`src/rtl/u8sd_pkg.sv`:
```
// Shared types, constants and the lead-byte classifier for the UTF-8 stream decoder.
// No dependencies.
`default_nettype none
package u8sd_pkg;

  localparam int unsigned BYTE_W   = 8;
  localparam int unsigned CP_W     = 21;
  localparam int unsigned SEQ_MAX  = 4;
  localparam int unsigned HOLD_MAX = 3;

  localparam logic [BYTE_W-1:0] ASCII_LIMIT = 8'h80;
  localparam logic [BYTE_W-1:0] MASK_2B     = 8'hE0;
  localparam logic [BYTE_W-1:0] LEAD_2B     = 8'hC0;
  localparam logic [BYTE_W-1:0] MASK_3B     = 8'hF0;
  localparam logic [BYTE_W-1:0] LEAD_3B     = 8'hE0;
  localparam logic [BYTE_W-1:0] MASK_4B     = 8'hF8;
  localparam logic [BYTE_W-1:0] LEAD_4B     = 8'hF0;
  localparam logic [CP_W-1:0]   REPL_CHAR   = 21'h00FFFD;

  // Sequence lengths announced by a lead byte
  localparam logic [2:0] LEN_BAD = 3'd0;
  localparam logic [2:0] LEN_1   = 3'd1;
  localparam logic [2:0] LEN_2   = 3'd2;
  localparam logic [2:0] LEN_3   = 3'd3;
  localparam logic [2:0] LEN_4   = 3'd4;

  // One unit of work for the back end: a group of bytes decoded left to right.
  typedef struct packed {
    logic [SEQ_MAX-1:0][BYTE_W-1:0] bytes;  // entry 0 first
    logic [2:0]                     cnt;    // 1..4 valid bytes
    logic                           eos;    // group closes the string
  } work_t;

  function automatic logic [2:0] seq_len(input logic [BYTE_W-1:0] c);
    logic [2:0] n;
    begin
      if (c < ASCII_LIMIT) begin
        n = LEN_1;
      end else if ((c & MASK_2B) == LEAD_2B) begin
        n = LEN_2;
      end else if ((c & MASK_3B) == LEAD_3B) begin
        n = LEN_3;
      end else if ((c & MASK_4B) == LEAD_4B) begin
        n = LEN_4;
      end else begin
        n = LEN_BAD;
      end
      return n;
    end
  endfunction

endpackage
`default_nettype wire

```
`src/rtl/u8sd_front.sv`:
```
// Front end: takes bytes, holds the open sequence and hands complete or
// end-of-string groups to the work queue. Depends on u8sd_pkg.
`default_nettype none
module u8sd_front (
  input  wire logic                        clk,
  input  wire logic                        rst_n,
  input  wire logic                        in_push,
  input  wire logic [7:0]                  in_data_byte,
  input  wire logic                        in_end_of_string,
  input  wire logic                        q_full,
  output logic                             q_push,
  output u8sd_pkg::work_t                  q_wdata
);

  logic [u8sd_pkg::HOLD_MAX-1:0][7:0] pend_r, pend_nxt;
  logic [1:0]                         cnt_r, cnt_nxt;
  logic                               acc;
  logic [7:0]                         lead;
  logic [2:0]                         need;
  logic [2:0]                         total;
  logic                               complete;

  assign acc = in_push && !q_full;

  always_comb begin
    lead     = (cnt_r == 2'd0) ? in_data_byte : pend_r[0];
    need     = u8sd_pkg::seq_len(lead);
    total    = {1'b0, cnt_r} + 3'd1;
    complete = (total >= need);

    for (int i = 0; i < u8sd_pkg::SEQ_MAX; i++) begin
      if (i < int'(cnt_r)) begin
        q_wdata.bytes[i] = pend_r[i];
      end else if (i == int'(cnt_r)) begin
        q_wdata.bytes[i] = in_data_byte;
      end else begin
        q_wdata.bytes[i] = 8'h00;
      end
    end
    q_wdata.cnt = total;
    q_wdata.eos = in_end_of_string;
    q_push      = acc && (complete || in_end_of_string);

    pend_nxt = pend_r;
    cnt_nxt  = cnt_r;
    if (acc) begin
      if (complete || in_end_of_string) begin
        cnt_nxt = 2'd0;
      end else begin
        for (int i = 0; i < u8sd_pkg::HOLD_MAX; i++) begin
          if (i == int'(cnt_r)) pend_nxt[i] = in_data_byte;
        end
        cnt_nxt = total[1:0];
      end
    end
  end

  always_ff @(posedge clk) begin
    if (!rst_n) begin
      cnt_r <= 2'd0;
    end else begin
      cnt_r <= cnt_nxt;
    end
  end

  always_ff @(posedge clk) begin
    pend_r <= pend_nxt;
  end

  // A held sequence always starts with a multi-byte lead
  a_held_lead: assert property (@(posedge clk) disable iff (!rst_n)
    (cnt_r != 2'd0) |-> (u8sd_pkg::seq_len(pend_r[0]) >= u8sd_pkg::LEN_2))
    else $error("held bytes without a valid multi-byte lead");

  // End of string leaves nothing held
  a_eos_clears: assert property (@(posedge clk) disable iff (!rst_n)
    (acc && in_end_of_string) |=> (cnt_r == 2'd0))
    else $error("bytes still held after end of string");

endmodule
`default_nettype wire

```
`src/rtl/u8sd_queue.sv`:
```
// Two-entry work queue between front and back end.
// Depends on u8sd_pkg.
`default_nettype none
module u8sd_queue (
  input  wire logic            clk,
  input  wire logic            rst_n,
  input  wire logic            push,
  input  wire u8sd_pkg::work_t wdata,
  output logic                 full,
  input  wire logic            pop,
  output logic                 empty,
  output u8sd_pkg::work_t      rdata
);

  u8sd_pkg::work_t mem_r [2];
  logic       wr_ptr_r, wr_ptr_nxt;
  logic       rd_ptr_r, rd_ptr_nxt;
  logic [1:0] cnt_r, cnt_nxt;
  logic       do_push, do_pop;

  assign full    = (cnt_r == 2'd2);
  assign empty   = (cnt_r == 2'd0);
  assign rdata   = mem_r[rd_ptr_r];
  assign do_push = push && !full;
  assign do_pop  = pop && !empty;

  always_comb begin
    wr_ptr_nxt = do_push ? !wr_ptr_r : wr_ptr_r;
    rd_ptr_nxt = do_pop  ? !rd_ptr_r : rd_ptr_r;
    cnt_nxt    = cnt_r + {1'b0, do_push} - {1'b0, do_pop};
  end

  always_ff @(posedge clk) begin
    if (!rst_n) begin
      wr_ptr_r <= 1'b0;
      rd_ptr_r <= 1'b0;
      cnt_r    <= 2'd0;
    end else begin
      wr_ptr_r <= wr_ptr_nxt;
      rd_ptr_r <= rd_ptr_nxt;
      cnt_r    <= cnt_nxt;
    end
  end

  always_ff @(posedge clk) begin
    if (do_push) mem_r[wr_ptr_r] <= wdata;
  end

  // Front must never push into a full queue (a push would be dropped)
  a_no_overflow: assert property (@(posedge clk) disable iff (!rst_n)
    !(push && full))
    else $error("work queue overflow");

endmodule
`default_nettype wire

```
`src/rtl/u8sd_back.sv`:
```
// Back end: walks each queued group into the result register, one code point per
// cycle while that register is empty or being popped. Depends on u8sd_pkg.
`default_nettype none
module u8sd_back (
  input  wire logic                    clk,
  input  wire logic                    rst_n,
  input  wire logic                    q_empty,
  input  wire u8sd_pkg::work_t         q_rdata,
  output logic                         q_pop,
  output logic                         out_empty,
  input  wire logic                    out_pop,
  output logic [u8sd_pkg::CP_W-1:0]    out_code_point,
  output logic                         out_last_result
);

  logic [1:0]                  pos_r, pos_nxt;
  logic                        out_valid_r, out_valid_nxt;
  logic [u8sd_pkg::CP_W-1:0]   cp_r;
  logic                        last_r;

  logic [7:0]                  c, b1, b2, b3;
  logic [2:0]                  need, rem, adv;
  logic [3:0]                  next_pos;
  logic [u8sd_pkg::CP_W-1:0]   cp;
  logic                        done, step;

  always_comb begin
    c    = q_rdata.bytes[pos_r];
    b1   = q_rdata.bytes[pos_r + 2'd1];
    b2   = q_rdata.bytes[pos_r + 2'd2];
    b3   = q_rdata.bytes[pos_r + 2'd3];
    need = u8sd_pkg::seq_len(c);
    rem  = q_rdata.cnt - {1'b0, pos_r};
    adv  = 3'd1;
    cp   = u8sd_pkg::REPL_CHAR;

    if (need == u8sd_pkg::LEN_1) begin
      cp = {13'd0, c};
    end else if ((need != u8sd_pkg::LEN_BAD) && (rem >= need)) begin
      adv = need;
      unique case (need)
        u8sd_pkg::LEN_2: cp = {10'd0, c[4:0], b1[5:0]};
        u8sd_pkg::LEN_3: cp = {5'd0, c[3:0], b1[5:0], b2[5:0]};
        u8sd_pkg::LEN_4: cp = {c[2:0], b1[5:0], b2[5:0], b3[5:0]};
        default:         cp = u8sd_pkg::REPL_CHAR;
      endcase
    end

    next_pos = {2'b00, pos_r} + {1'b0, adv};
    done     = (next_pos >= {1'b0, q_rdata.cnt});
    step     = !q_empty && (!out_valid_r || out_pop);
    q_pop    = step && done;

    out_valid_nxt = step || (out_valid_r && !out_pop);
    pos_nxt       = pos_r;
    if (step) pos_nxt = done ? 2'd0 : next_pos[1:0];
  end

  always_ff @(posedge clk) begin
    if (!rst_n) begin
      pos_r       <= 2'd0;
      out_valid_r <= 1'b0;
    end else begin
      pos_r       <= pos_nxt;
      out_valid_r <= out_valid_nxt;
    end
  end

  always_ff @(posedge clk) begin
    if (step) begin
      cp_r   <= cp;
      last_r <= q_rdata.eos && done;
    end
  end

  assign out_empty       = !out_valid_r;
  assign out_code_point  = cp_r;
  assign out_last_result = last_r;

  // A group that is partly walked stays at the queue head
  a_mid_group: assert property (@(posedge clk) disable iff (!rst_n)
    (pos_r != 2'd0) |-> !q_empty)
    else $error("walk position set with no group at queue head");

endmodule
`default_nettype wire

```
`src/rtl/utf8_stream_decoder.sv`:
```
// Top level of the UTF-8 stream decoder: front end, work queue, back end.
// Depends on u8sd_pkg, u8sd_front, u8sd_queue, u8sd_back.
//
// Usage:
//   Input side is a queue write port: a byte transaction completes on a
//   rising edge with in_push high and in_full low. in_end_of_string marks
//   the final byte of a string.
//   Result side is a queue read port: while out_empty is low the oldest
//   code point sits on out_code_point / out_last_result and the
//   transaction completes on an edge with out_pop high.
// Path: a byte that completes a sequence is written to the queue on
//   its accepting edge; the back end then loads its code point into the
//   result register once that group is at the queue head and the result
//   register is empty or being popped. Throughput: one byte per cycle
//   while in_full is low. The back end walks each group one code point at
//   a time; a string that ends inside an open sequence yields up to three
//   code points from one group while the two-entry queue absorbs new bytes.
// Stalls: when out_pop stays low the result register holds, the queue
//   fills and in_full rises; no transaction is lost or repeated.
// Reset: synchronous, active low; clears held bytes, queue and result
//   register. The block accepts bytes in the first cycle after reset.
`default_nettype none
module utf8_stream_decoder (
  input  wire logic                      clk,
  input  wire logic                      rst_n,
  input  wire logic                      in_push,
  output logic                           in_full,
  input  wire logic [7:0]                in_data_byte,
  input  wire logic                      in_end_of_string,
  output logic                           out_empty,
  input  wire logic                      out_pop,
  output logic [u8sd_pkg::CP_W-1:0]      out_code_point,
  output logic                           out_last_result
);

  logic            q_push, q_full, q_pop, q_empty;
  u8sd_pkg::work_t q_wdata, q_rdata;

  // Backpressure comes straight from the work queue
  assign in_full = q_full;

  u8sd_front u_front (
    .clk              (clk),
    .rst_n            (rst_n),
    .in_push          (in_push),
    .in_data_byte     (in_data_byte),
    .in_end_of_string (in_end_of_string),
    .q_full           (q_full),
    .q_push           (q_push),
    .q_wdata          (q_wdata)
  );

  u8sd_queue u_queue (
    .clk   (clk),
    .rst_n (rst_n),
    .push  (q_push),
    .wdata (q_wdata),
    .full  (q_full),
    .pop   (q_pop),
    .empty (q_empty),
    .rdata (q_rdata)
  );

  u8sd_back u_back (
    .clk             (clk),
    .rst_n           (rst_n),
    .q_empty         (q_empty),
    .q_rdata         (q_rdata),
    .q_pop           (q_pop),
    .out_empty       (out_empty),
    .out_pop         (out_pop),
    .out_code_point  (out_code_point),
    .out_last_result (out_last_result)
  );

endmodule
`default_nettype wire

```
`config.mk`:
```
export PLATFORM = sky130hd
export DESIGN_NAME = utf8_stream_decoder
export DESIGN_NICKNAME = d
export VERILOG_FILES = /design/src/rtl/u8sd_pkg.sv /design/src/rtl/u8sd_front.sv /design/src/rtl/u8sd_queue.sv /design/src/rtl/u8sd_back.sv /design/src/rtl/utf8_stream_decoder.sv
export SDC_FILE = /design/constraint.sdc
export NUM_CORES = 1
export LEC_CHECK = 0
export BUFFER_PORTS_ARGS = -buffer_cell sky130_fd_sc_hd__buf_2
export CAP_MARGIN = 20
export CORE_ASPECT_RATIO = 2
export CORE_MARGIN = 3
export CORE_UTILIZATION = 35
export DETAILED_ROUTE_END_ITERATION = 7
export PLACE_DENSITY = 0.57
export SLEW_MARGIN = 20
export SYNTH_ARGS = -nofsm -noshare
export SYNTH_HDL_FRONTEND = slang
export SYNTH_SLANG_ARGS = --single-unit
```
`constraint.sdc`:
```
create_clock -name clk -period 5.6 [get_ports clk]
set_clock_uncertainty 0.05 [all_clocks]
set_input_delay 1.12 -clock clk [delete_from_list [all_inputs] [get_ports clk]]
set_output_delay 1.12 -clock clk [all_outputs]
set_load 0.01 [all_outputs]
```
### Word level (Yosys, flattened, before mapping)

Memory sizes are Yosys's and may differ from the RTL's. A register that Yosys moved wholly into a read port is not among the register bits.
Cells that the tools add are included.

| word-level totals | value |
|---|---|
| memories | 1 |
| RAM bits | 72 |
| ROM bits | 0 |
| output and inout port bits | 24 |
| latch bits | 0 |
| bits in registers | 55 |
| input bits | 13 |
| word-level logic and storage cells | 111 |

| operators by class | value |
|---|---|
| reductions and logical operators | 26 |
| multiplexer cells | 35 |
| equal/unequal tests | 14 |
| shift-type cells | 0 |
| magnitude comparators | 12 |
| div/mod/pow operators | 0 |
| bitwise gates (word level) | 2 |
| multiply operators | 0 |
| add/sub/neg operators | 8 |

Memories:

| name | words | width | read ports | clocked after Yosys merged registers in | write ports | RTL line | source |
|---|---|---|---|---|---|---|---|
| u_queue.mem_r | 2 | 36 | 1 | 1 | 1 | u8sd_queue.sv:15 | `u8sd_pkg::work_t mem_r [2];` |

Operators by type and width:

| kind | count |
|---|---|
| 8-bit 2-to-1 mux | 10 |
| 8-bit binary-select mux with 2-bit select | 4 |
| 21-bit one-hot mux with 3 select lines | 1 |
| 3-bit 2-to-1 mux | 10 |
| 6-bit 2-to-1 mux | 3 |
| 8-bit less-than comparator, second input constant | 2 |
| 16-bit 2-to-1 mux | 1 |
| 2-bit by 3-bit less-than comparator with 1-bit output, second input constant | 4 |
| 5-bit == test, second input constant | 2 |
| 3-bit == test, second input constant | 3 |
| 1-bit logical AND | 9 |
| 3-bit AND reduction | 3 |
| 4-bit == test, second input constant | 2 |
| 3-bit by 2-bit == test with 1-bit output, second input constant | 2 |
| 3-bit >= comparator | 2 |
| 1-bit logical NOT | 6 |
| 2-bit logical NOT | 3 |
| 2-bit adder, second input constant | 2 |
| 2-bit by 3-bit adder with 4-bit output | 1 |
| 2-bit == test, first input constant | 2 |
| 4-bit by 3-bit >= comparator with 1-bit output | 1 |
| 1-bit by 2-bit less-than comparator with 1-bit output, first input constant | 2 |
| 1-bit 2-to-1 mux | 4 |
| 2-bit 2-to-1 mux | 2 |
| 13 further kinds | 16 |

### Longest topological paths before layout

Gate-level depths: netlist of the first run.

| depth | value |
|---|---|
| depth after elaboration | 17 |
| gate-level depth with buffers | 28 |
| gate-level depth less buffers | 25 |

### By module

From an unflattened synthesis of the first run, not the netlist that was laid out.

| second synthesis, totals | value |
|---|---|
| cells, all modules | 490 |
| area, all modules | 6670.1 um^2 |

By module, submodules not included:

| module | cells each | instances | area each (um^2) | seq. area each (um^2) |
|---|---|---|---|---|
| u8sd_queue | 139 | 1 | 2985.4 | 2262.2 |
| u8sd_back | 226 | 1 | 2294.7 | 720.7 |
| u8sd_front | 125 | 1 | 1390.1 | 760.7 |

### Worst setup path before layout of the first run

OpenSTA, ideal clock, no wires.

| path | value |
|---|---|
| kind | reg-to-reg |
| start | reg with a tool-made name |
| end | reg u_queue.cnt_r[1] |
| stages on the path, launching flop included | 28 |
| buffers on the path | 5 |
| arrival time | 5.340 ns |
| slack | 0.095 ns |
| cell sequence | dfxtp_1 -> buf_6 -> buf_12 -> buf_12 -> buf_2 -> mux2i_1 -> ha_1 -> inv_1 -> fa_1 -> ha_1 -> a21o_1 -> o211a_1 -> o221ai_2 -> buf_4 -> or2_2 -> ha_1 -> fa_1 -> ha_1 -> a21o_1 -> a21oi_1 -> o31a_1 -> nor2_1 -> ha_1 -> inv_1 -> ha_1 -> xnor2_1 -> xnor2_1 -> and2_1 |

RTL lines:

| item | RTL line | source |
|---|---|---|
| end signal: assignment | u8sd_queue.sv:41 | `cnt_r <= cnt_nxt;` |
| end: declaration | u8sd_queue.sv:18 | `logic [1:0] cnt_r, cnt_nxt;` |

==> summary.md, run 1 <==
| Metric | Value |
|---|---|
| Max-slew headroom at the worst pin | `slightly below 30%` |
| I/O pin count | `37` |
| Routed len/inst | `18.5 um` |
| Seq cells post-synth | `128` |
| DP HPWL | `10300 um` |
| Post-CTS Hold Buffers | `0` |
| Post-Place Setup Slack | `about 200 ps` |
| Compound-cell area share of the yosys netlist | `8.69%` |
| Fillers | `approximately 1.6k` |
| Initial antenna violation count | `0` |
| Max-Cap Viols | `0` |
| Post-synthesis area per instance | `14.5 sq um` |
| Post-route minimum period | `5320 ps` |
| Post-synthesis adder-cell area fraction | `3.88%` |
| Pleak | `2.79 nW` |
| Chip width | `~100 um` |
| Placed Area | `6970 sq um` |
| Number of global-route vias before repair | `3964` |
| Crit path max-delay family | `adder cells` |
| Vias | `3882` |
| Worst-margin pin slew | `roughly 1100 ps` |
| Drt pass-1 iters | `7` |
| Area Growth Syn to Fin | `17.1%` |
| Seq/Total Area, Yosys | `57.5%` |
| H-tree depth | `4` |
| First-pass GRT wire length | `between 20000 and 25000 um` |
| Share of cells above drive strength 1 | `30.1%` |
| Ant diodes | `0` |
| Post-synth net total | `482` |
| Hold Crit Class | `register to register` |
| Worst Setup Start Kind | `register` |
| Cts bufs inserted | `17` |
| Post-synthesis cell type count | `49` |
| Final setup viols | `0` |
| Routed Antenna Nets | `0` |
| # port buffers | `36` |
| Worst-path clk slew | `60 ps` |
| Layout Cells excl Fill | `731` |
| All-layer global routing usage | `14.1%` |
| Pwr/cell area | `493 nW/um^2` |
| Placed Instances | `696` |
| CP Class | `register to register` |
| Routed vias/inst | `5.31` |
| Ys Warns | `0` |
| CP max stage cell | `fa_1` |
| GPL Wtd Cong | `0.970` |
| Area of the multi-input gates | `2580 sq um` |
| Worst EP arrival | `5590 ps` |
| DR iter-0 viols | `141` |
| Setup WS post-layout | `277 ps` |
| Worst path max stage delay | `560 ps` |
| Clk sinks | `about 130` |
| Cell Rows | `69` |
| Proportion of synthesized area in mux cells | `18.5%` |
| Final slew viol count | `0` |
| Starting Density | `approximately 36%` |
| Core area | `18000 sq um` |
| Die ar. | `20400 sq um` |
| Synth top area share | `between 50% and 60%` |
| CP cell instances | `buf_6 -> mux4_2 -> mux2_2 -> buf_4 -> nand2_1 -> nand2_1 -> ha_1 -> a21o_1 -> o211a_1 -> o221ai_2 -> or2_2 -> ha_2 -> fa_1 -> ha_1 -> a21o_1 -> a21oi_2 -> o31a_1 -> nor2_1 -> ha_1 -> inv_1 -> ha_1 -> xnor2_2 -> xnor2_1 -> and2_1` |
| Most used flip-flop cell after synthesis | `edfxtp_1` |
| CP most frequent cell | `ha_1` |
| Final Util | `42.2%` |
| Synth top area cells | `edfxtp_1 (54%), mux2_2 (5.2%), mux4_2 (5.2%)` |
| CTS max path bufs | `2` |
| CP required | `5860 ps` |
| DRC viols | `0` |
| Hold Slack | `466 ps` |
| Post-Synth XOR/XNOR Area | `0.654%` |
| Critical Path End Type | `register` |
| Largest net degree at the start of global routing | `38` |
| Status | `complete, no violations` |
| Net count reported at finish | `537` |
| Final hold violation count | `0` |
| Critical Path Fanout Max | `16` |
| Synth Area in Simple Gates | `7.50%` |
| Largest family of logic cells by synthesized area | `multiplexers` |
| Reg area | `3750 sq um` |
| Synthesized area | `approximately 6500 sq um` |
| Routed WL | `approximately 14000 um` |
| EDFF count, synth | `between 100 and 150` |
| Synth area leader | `edfxtp_1` |
| Fmax | `188 MHz` |
| Async S/R FF share, synth | `0%` |
| Mapped Cells | `450` |
| CTS tree | `built` |
| Root buffer selected by CTS | `clkbuf_16` |
| Final period util | `95.1%` |
| Buf/Inv on CP | `3` |
| Maximum vdd drop | `0.285 mV` |
| Grt total ovfl | `0` |
| Clock latency on the worst-skew pair | `~420 ps` |
| Final std cell area, no fill | `roughly 7600 sq um` |
| Die Y | `199 um` |
==> worst reg2reg max path: stages (launching register included) <==
cell and delay, ps:
dfxtp_4 410, buf_6 130, mux4_2 480, mux2_2 300, buf_4 200, nand2_1 110, nand2_1 70, ha_1 270
a21o_1 180, o211a_1 190, o221ai_2 100, or2_2 290, ha_2 190, fa_1 560, ha_1 230, a21o_1 170
a21oi_2 120, o31a_1 160, nor2_1 50, ha_1 290, inv_1 40, ha_1 220, xnor2_2 140, xnor2_1 120
and2_1 160
==> per-layer routing <==
metal	GRT usage [%]	vias up	share of wire (%)
li1	-	1857	-
met3	3.16	37	3.1
met5	0	-	0
met2	26.3	103	58
met4	8.52	0	4.4
met1	13.4	1885	35
==> power breakdown <==
part | switching, mW | internal (mW) | total (mW)
clock network | 0.424 | 0.705 | 1.13
registers | 0.0546 | 1.25 | 1.31
logic | 0.739 | 0.582 | 1.32
total | 1.22 | 2.54 | 3.76
==> worst paths after layout <==
check / startpoint / to / slack (ps) / cells past startpoint
setup / recovery: register / u_queue.cnt_r[1] / 280 / 24
hold / removal: u_queue.rd_ptr_r / u_queue.rd_ptr_r / 470 / 2
setup reg to reg: register / u_queue.cnt_r[1] / 280 / 24
hold reg to reg: u_queue.rd_ptr_r / u_queue.rd_ptr_r / 470 / 2
==> sequential cells by signal (all words and copies together), names as in the netlist, named ones only <==
| register | cells |
|---|---|
| u_back.out_valid_r | 1 |
| u_back.out_last_result | 1 |
| u_queue.rd_ptr_r | 1 |
| u_queue.wr_ptr_r | 1 |
| u_queue.cnt_r | 2 |
| u_front.cnt_r | 2 |
| u_front.pend_r | 24 |
| u_queue.mem_r | 72 |
| u_back.out_code_point | 21 |
| u_back.pos_r | 2 |
==> cells by family after synthesis <==
| family | count (synthesis) |
|---|---|
| buf+inv | 41 |
| simple gates | 95 |
| fa+ha+maj | 19 |
| compound gates | 81 |
| flops | 128 |
| mux | 82 |
| xor+xnor | 4 |
==> layout make-up <==
| class | instances | area share (%) |
|---|---|---|
| Clock inverter | 15 | 2.38 |
| Timing Repair Buffer | 59 | 4.68 |
| Sequential cell | 128 | 49.2 |
| Multi-Input combinational cell | 281 | 33.8 |
| Tap cell | 213 | 3.50 |
| Inverter | 18 | 0.886 |
| Clock buffer | 17 | 5.58 |
==> layout by cell type, fill, tap and decap left out, types with 3 or more instances in the layout <==
cell	instances
edfxtp_1	118
buf_2	36
mux2_2	29
mux2i_1	27
nand2_1	23
buf_4	22
nor2_1	17
mux4_2	17
clkbuf_16	17
inv_1	16
a21oi_1	16
and2_1	16
ha_1	16
nand2b_1	14
o22ai_1	13
a22o_1	12
o21ai_0	10
nor2b_1	9
dfxtp_1	8
nand3_1	7
a22oi_1	7
mux4_1	6
inv_6	6
a21o_1	4
a31oi_1	3
bufinv_16	3
==> cell usage after synthesis (3+ instances only) <==
library cell and instances:
clkbuf_1 10, and2_1 16, a21o_1 4, mux2_2 30, nor2b_1 9, o22ai_1 13, xnor2_1 3, a21oi_1 17
buf_2 7, mux4_2 15, edfxtp_1 118, inv_1 17, nand2b_1 14, a22o_1 12, o21ai_0 10, a31oi_1 3
nor2_1 18, a22oi_1 7, mux2i_1 27, dfxtp_1 10, mux4_1 8, nand2_1 24, ha_1 17, nand3_1 7
==> what timing repair did <==
action                     CTS  global route
resized for setup            0            12
setup buffers                0             3
setup endpoints to repair    0             1
==> metrics by stage <==
step / setup TNS, ps / power (mW)
6_report: 0 / 3.76
4_1_cts: 0 / 3.74
3_3_place_gp: 0 / 2.57
3_5_place_dp: 0 / 2.60
2_1_floorplan: 0 / 2.21
5_1_grt: -23.2 / 3.96
(Power assumes the default switching activity.)
==> run 2: changes to the inputs <==
--- a/config.mk
+++ b/config.mk
@@ -11,7 +11,7 @@
 export CORE_MARGIN = 3
 export CORE_UTILIZATION = 35
 export DETAILED_ROUTE_END_ITERATION = 7
-export PLACE_DENSITY = 0.57
+export PLACE_DENSITY = 0.56
 export SLEW_MARGIN = 20
 export SYNTH_ARGS = -nofsm -noshare
 export SYNTH_HDL_FRONTEND = slang
==> constraint.sdc (replaced) <==
create_clock -name clk -period 6.5 [get_ports clk]
set_clock_uncertainty 0.05 [all_clocks]
set_input_delay 1.3 -clock clk [delete_from_list [all_inputs] [get_ports clk]]
set_output_delay 1.3 -clock clk [all_outputs]
set_load 0.01 [all_outputs]
==> summary.md, run 2 (synthesis results as in run 1) <==
| Metric | Value |
|---|---|
| Fmax | `166 MHz (-12%)` |
| Clk sinks | `128 (unchanged)` |
| Worst EP arrival | `6290 ps (+700 ps)` |
| Final std cell area, no fill | `7490 sq um (-1.7%)` |
| Power share of the clock group | `30.0% (about the same)` |
| Placed Area | `6900 sq um (-0.90%)` |
| Fillers | `1609 (+0.25%)` |
| Routed len/inst | `18.2 um (-1.6%)` |
| Pleak | `2.71 nW (-2.9%)` |
| Max-slew headroom at the worst pin | `31.8% (+2.3 points)` |
| Cell Rows | `69 (unchanged)` |
| Worst Setup Start Kind | `register` |
| Routed WL | `13100 um (-3.4%)` |
| Final slew viol count | `0 (unchanged)` |
| Max-Cap Viols | `0 (unchanged)` |
| Pwr/cell area | `414 nW/um^2 (-16%)` |
| Critical Path Fanout Max | `17 (+1)` |
| Net Sw Frac | `32.6% (+0.23 points)` |
| Grt total ovfl | `0 (unchanged)` |
| Cts bufs inserted | `17 (unchanged)` |
| Sequential Power Share | `36.5% (+1.7 points)` |
| Final setup viols | `0 (unchanged)` |
| Largest register FFs | `72 (unchanged)` |
| Switch Pwr | `1.01 mW (-17%)` |
| RSZ-0062 raised after global routing | `false` |
| Worst-margin pin slew | `1020 ps (-34.5 ps)` |
| H-tree depth | `4 (unchanged)` |
| DR iter-0 viols | `148 (+5.0%)` |
| Ant diodes | `0 (unchanged)` |
| Post-CTS setup buffer count | `0 (unchanged)` |
| Setup_tns | `0 ps (unchanged)` |
| P_int | `2.09 mW (-18%)` |
| Share of cells above drive strength 1 | `27.1% (-3.0 points)` |
| Final Util | `41.5% (-0.73 points)` |
| Status | `complete, no violations` |
| GPL Wtd Cong | `0.951 (-2.0%)` |
| Critical Path End Type | `register` |
| Worst-path clk slew | `60 ps (about the same)` |
| Drt pass-1 iters | `5 (-2)` |
| First-pass GRT wire length | `20700 um (-2.2%)` |
| CP Class | `register to register` |
| Net count reported at finish | `524 (-2.4%)` |
| Routed Antenna Nets | `0 (unchanged)` |
| Commonest non-fill, non-tap cell in the layout | `edfxtp_1` |
| Cts repair resizes | `0 (unchanged)` |
| Die Y | `199 um (unchanged)` |
| Post-route minimum period | `6020 ps (+699 ps)` |
| All-layer global routing usage | `13.7% (-0.39 points)` |
| Combinational power share | `33.5% (-1.6 points)` |
| Number of global-route vias before repair | `3976 (+0.30%)` |
| Clock latency on the worst-skew pair | `420 ps (about the same)` |
| Layout Cells excl Fill | `718 (-1.8%)` |
| Final period util | `92.7% (-2.4 points)` |
| Starting Density | `36.1% (unchanged)` |
| Die ar. | `20400 sq um (unchanged)` |
| Placed Instances | `686 (-1.4%)` |
| Maximum vdd drop | `0.177 mV (-38%)` |
| I/O pin count | `37 (unchanged)` |
| Vias | `3820 (-1.6%)` |
| Final hold violation count | `0 (unchanged)` |
| Largest net degree at the start of global routing | `38 (unchanged)` |
| Post-CTS Hold Buffers | `0 (unchanged)` |
| Most frequent cells in the layout | `edfxtp_1 (118), buf_2 (36), mux2_2 (30)` |
| # port buffers | `36 (unchanged)` |
| Area Growth Syn to Fin | `15.1%` |
| Root buffer selected by CTS | `clkbuf_16` |
| CTS tree | `built` |
| Routed vias/inst | `5.32 (+0.18%)` |
| Hold Crit Class | `register to register` |
| CP required | `6760 ps (+900 ps)` |
| Initial antenna violation count | `0 (unchanged)` |
| CTS max path bufs | `2 (unchanged)` |
| DP HPWL | `9910 um (-4.1%)` |
| Core area | `18000 sq um (unchanged)` |
| Biggest register | `u_queue.mem_r` |
| Chip width | `102 um (unchanged)` |
| DRC viols | `0 (unchanged)` |
==> run 2: cell types whose count changed in the layout (fill, tap and decap cells not counted), sizes merged <==
cell and delta:
clkinv +1, inv -2, bufinv -1, buf -13
clkinvlp +2
==> run 2: worst paths after layout <==
check | slack, ps | cells past startpoint | start | end
setup / recovery | 480 | 25 | register | u_queue.cnt_r[1]
hold / removal | 480 | 2 | u_queue.rd_ptr_r | register
setup reg to reg | 480 | 25 | register | u_queue.cnt_r[1]
hold reg to reg | 480 | 2 | u_queue.rd_ptr_r | register
==> run 2: final cells by class <==
type | count | area, sq um | area share (%)
Clock buffer | 17 | 425 | 5.68
Clock inverter | 15 | 159 | 2.12
Inverter | 18 | 67.6 | 0.902
Multi-Input combinational cell | 281 | 2560 | 34.2
Sequential cell | 128 | 3740 | 50.0
Tap cell | 213 | 267 | 3.56
Timing Repair Buffer | 46 | 268 | 3.57
==> run 2: metal layers <==
layer / routed length [um] / GRT usage, % / part of all wire (%)
met3: 346 / 2.81 / 2.6
met4: 536 / 8.56 / 4.1
met5: 0 / 0 / 0
met2: 7630 / 25.6 / 58
met1: 4570 / 13.1 / 35
==> run 2: power groups by stage <==
stage,combinational [mW],sequential [mW],clock [mW]
after floorplan,0.735,1.17,0
after CTS,1.04,1.13,0.953
after detailed placement,1.04,1.15,0
final,1.04,1.13,0.929
after global routing,1.14,1.14,0.990
after global placement,1.02,1.15,0
==> run 2: critical path: stages (launching register included) <==
cell and delay (ps):
dfxtp_2 630, mux4_1 600, mux2_2 410, inv_1 130, nor3_2 50, buf_4 160, nand2b_1 140, ha_1 270
nand2b_1 100, a21o_1 190, o211a_1 200, o221ai_2 110, or2_2 310, ha_1 210, fa_1 470, ha_1 290
a21o_1 160, a21oi_1 140, o31a_1 260, nor2_1 70, ha_1 300, inv_1 40, ha_1 200, xnor2_1 130
xnor2_1 120, and2_1 150
==> run 2: through the flow <==
stage	power [mW]	setup slack (ps)	hold slack [ps]
after floorplan	1.90	995	428
after global placement	2.16	680	440
after detailed placement	2.19	470	447
after CTS	3.13	446	464
after global routing	3.28	159	499
final	3.10	478	476
==> run 3: changes to the inputs <==
--- a/config.mk
+++ b/config.mk
@@ -5,6 +5,7 @@
 export SDC_FILE = /design/constraint.sdc
 export NUM_CORES = 1
 export LEC_CHECK = 0
+export ABC_AREA = 1
 export BUFFER_PORTS_ARGS = -buffer_cell sky130_fd_sc_hd__buf_2
 export CAP_MARGIN = 20
 export CORE_ASPECT_RATIO = 2
==> constraint.sdc (replaced) <==
create_clock -name clk -period 6.5 [get_ports clk]
set_clock_uncertainty 0.05 [all_clocks]
set_input_delay 1.625 -clock clk [delete_from_list [all_inputs] [get_ports clk]]
set_output_delay 1.625 -clock clk [all_outputs]
set_load 0.01 [all_outputs]
==> summary.md, run 3 <==
| Metric | Value |
|---|---|
| Vias | `4494 (+18%)` |
| Routed WL | `13700 um (+4.9%)` |
| Worst path max stage delay | `480 ps (-150 ps)` |
| Final slew viol count | `0 (unchanged)` |
| First-pass GRT wire length | `22600 um (+9.0%)` |
| CP Class | `register to register` |
| # port buffers | `36 (unchanged)` |
| Seq/Total Area, Yosys | `58.0% (+0.46 points)` |
| Fmax | `171 MHz (+2.9%)` |
| Hold Slack | `446 ps (-29.7 ps)` |
| CTS tree | `built` |
| I/O pin count | `37 (unchanged)` |
| Routed len/inst | `14.9 um (-18%)` |
| Number of global-route vias before repair | `4502 (+13%)` |
| Placed Instances | `886 (+29%)` |
| Most common cell in the netlist | `nand2_1` |
| Post-CTS Hold Buffers | `0 (unchanged)` |
| Pleak | `3.09 nW (+14%)` |
| Synth top area share | `54.9% (+0.43 points)` |
| DR iter-0 viols | `269 (+82%)` |
| Max-slew headroom at the worst pin | `34.0% (+2.2 points)` |
| Worst EP arrival | `6100 ps (-190 ps)` |
| Critical Path Fanout Max | `25 (+8)` |
| Final setup viols | `0 (unchanged)` |
| H-tree depth | `4 (unchanged)` |
| Post-route minimum period | `5850 ps (-168 ps)` |
| Reg-to-reg slack, setup | `650 ps (+170 ps)` |
| Starting Density | `36.0% (-0.11 points)` |
| Mapped Cells | `654 (+45%)` |
| Chip width | `102 um (-0.37%)` |
| Die ar. | `20200 sq um (-0.75%)` |
| Post-synthesis area per instance | `9.87 sq um (-32%)` |
| R2r endpoint | `u_queue.cnt_r[1]` |
| Status | `complete, no violations` |
| Commonest non-fill, non-tap cell in the layout | `nand2_1` |
| R2R cell count | `33 (+32%)` |
| Clock latency on the worst-skew pair | `410 ps (about the same)` |
| Seq cells post-synth | `128 (unchanged)` |
| Maximum vdd drop | `0.177 mV (-0.32%)` |
| Initial antenna violation count | `0 (unchanged)` |
| Setup WS post-layout | `645 ps (+168 ps)` |
| Routed vias/inst | `4.90 (-8.0%)` |
| Placed Area | `6810 sq um (-1.4%)` |
| CTS max path bufs | `2 (unchanged)` |
| Die Y | `198 um (-0.38%)` |
| Root buffer selected by CTS | `clkbuf_16` |
| Worst-path clk slew | `60 ps (about the same)` |
| Net count reported at finish | `724 (+38%)` |
| Pwr/cell area | `505 nW/um^2 (+22%)` |
| Post-Place Setup Slack | `631 ps (+161 ps)` |
| Final std cell area, no fill | `7370 sq um (-1.6%)` |
| Max-Cap Viols | `0 (unchanged)` |
| Clk sinks | `128 (unchanged)` |
| Critical Path End Type | `register` |
| Most frequent cells in the layout | `nand2_1 (178), edfxtp_1 (118), inv_1 (74)` |
| Grt total ovfl | `0 (unchanged)` |
| Most used flip-flop cell after synthesis | `edfxtp_1` |
| DRC viols | `0 (unchanged)` |
| Worst Setup Start Kind | `register` |
| Share of cells above drive strength 1 | `16.3% (-11 points)` |
| Biggest register | `u_queue.mem_r` |
| Hold Crit Start | `u_queue.rd_ptr_r` |
| Core area | `18000 sq um (-0.48%)` |
| Cts bufs inserted | `17 (unchanged)` |
| Hold Crit Class | `register to register` |
| Final Util | `41.0% (-0.47 points)` |
| DP HPWL | `10500 um (+5.6%)` |
| Setup_tns | `0 ps (unchanged)` |
| Cell Rows | `69 (unchanged)` |
| Post-synth net total | `686 (+42%)` |
| Final hold violation count | `0 (unchanged)` |
| Worst-margin pin slew | `986 ps (-34.4 ps)` |
| Post-CTS setup buffer count | `0 (unchanged)` |
| Synth top area cells | `edfxtp_1 (55%), nand2_1 (10%), inv_1 (4.3%)` |
| Post-synthesis cell type count | `46 (-6.1%)` |
| Hold EP | `u_queue.rd_ptr_r` |
| Post-synth top cells | `nand2_1 (178), edfxtp_1 (118), inv_1 (74)` |
| Async S/R FF share, synth | `0% (unchanged)` |
| EDFF count, synth | `118 (unchanged)` |
| Largest register FFs | `72 (unchanged)` |
| Synth area leader | `edfxtp_1` |
| RSZ-0062 raised after global routing | `false` |
| Ant diodes | `0 (unchanged)` |
| CP max stage cell | `fa_1` |
| Layout Cells excl Fill | `918 (+28%)` |
| Final period util | `90.1% (-2.6 points)` |
| CP required | `6750 ps (about the same)` |
| Area Growth Syn to Fin | `14.2%` |
| CP most frequent cell | `ha_1` |
| Worst hold path depth | `2 (unchanged)` |
| Synthesized area | `6460 sq um (-0.79%)` |
| Largest net degree at the start of global routing | `37 (-2.6%)` |
| GPL Wtd Cong | `0.931 (-2.1%)` |
| Tot Pwr | `3.72 mW (+20%)` |
| Ys Warns | `0 (unchanged)` |
| Drt pass-1 iters | `5 (unchanged)` |
| Routed Antenna Nets | `0 (unchanged)` |
| RR Startpoint | `u_back.pos_r[0]` |
| Cts repair resizes | `0 (unchanged)` |
| All-layer global routing usage | `14.6% (+0.95 points)` |
## run 3: worst max path at each step
stage / cells after the start / from / endpoint
after global routing: 33 / u_back.pos_r[0] / u_queue.cnt_r[1]
final: 33 / u_back.pos_r[0] / u_queue.cnt_r[1]
after global placement: 33 / u_back.pos_r[0] / u_queue.cnt_r[1]
after floorplan: 30 / register / u_queue.cnt_r[1]
after CTS: 33 / u_back.pos_r[0] / u_queue.cnt_r[1]
after detailed placement: 33 / u_back.pos_r[0] / u_queue.cnt_r[1]
## run 3: cell families (layout without fill, tap and decap cells)
group,count (synthesis),count (layout),synth area share (%)
AO/OA/AOI/OAI,108,108,9.83
XOR/XNOR,3,3,0.523
adder cells (fa/ha/maj),19,19,3.91
buffers and inverters,106,157,7.25
flip-flops,128,128,58.0
multiplexers,4,4,0.678
AND/OR/NAND/NOR,286,286,19.8
## run 3: critical path: cells and delay by family (launching register included)
kind	cells	cell delay, ps
compound gates	6	770
xor+xnor	1	150
fa+ha+maj	6	1750
buf+inv	6	740
flops	1	300
simple gates	14	1980
## run 3: final cells by class
type | count | area [sq um]
fillers | 1742 | 10600
clock buffers | 18 | 429
inverters | 81 | 309
clock inverters | 14 | 133
flip-flops and latches | 128 | 3740
multi-input cells | 420 | 2250
well taps | 213 | 267
repair buffers | 44 | 240
## run 3: power breakdown
group | internal, mW | leakage, nW | switching (mW)
Combinational | 0.537 | 1.63 | 1.12
Sequential | 1.13 | 1.19 | 0.0440
Clock | 0.531 | 0.263 | 0.363
## run 3: per-layer routing
metal	GRT usage [%]	share of wire, %	vias to the layer above
li1	-	-	2291
met1	14.6	37	2049
met2	27.4	57	124
met3	2.89	2.9	30
met4	7.83	3.9	0
met5	0	0	-
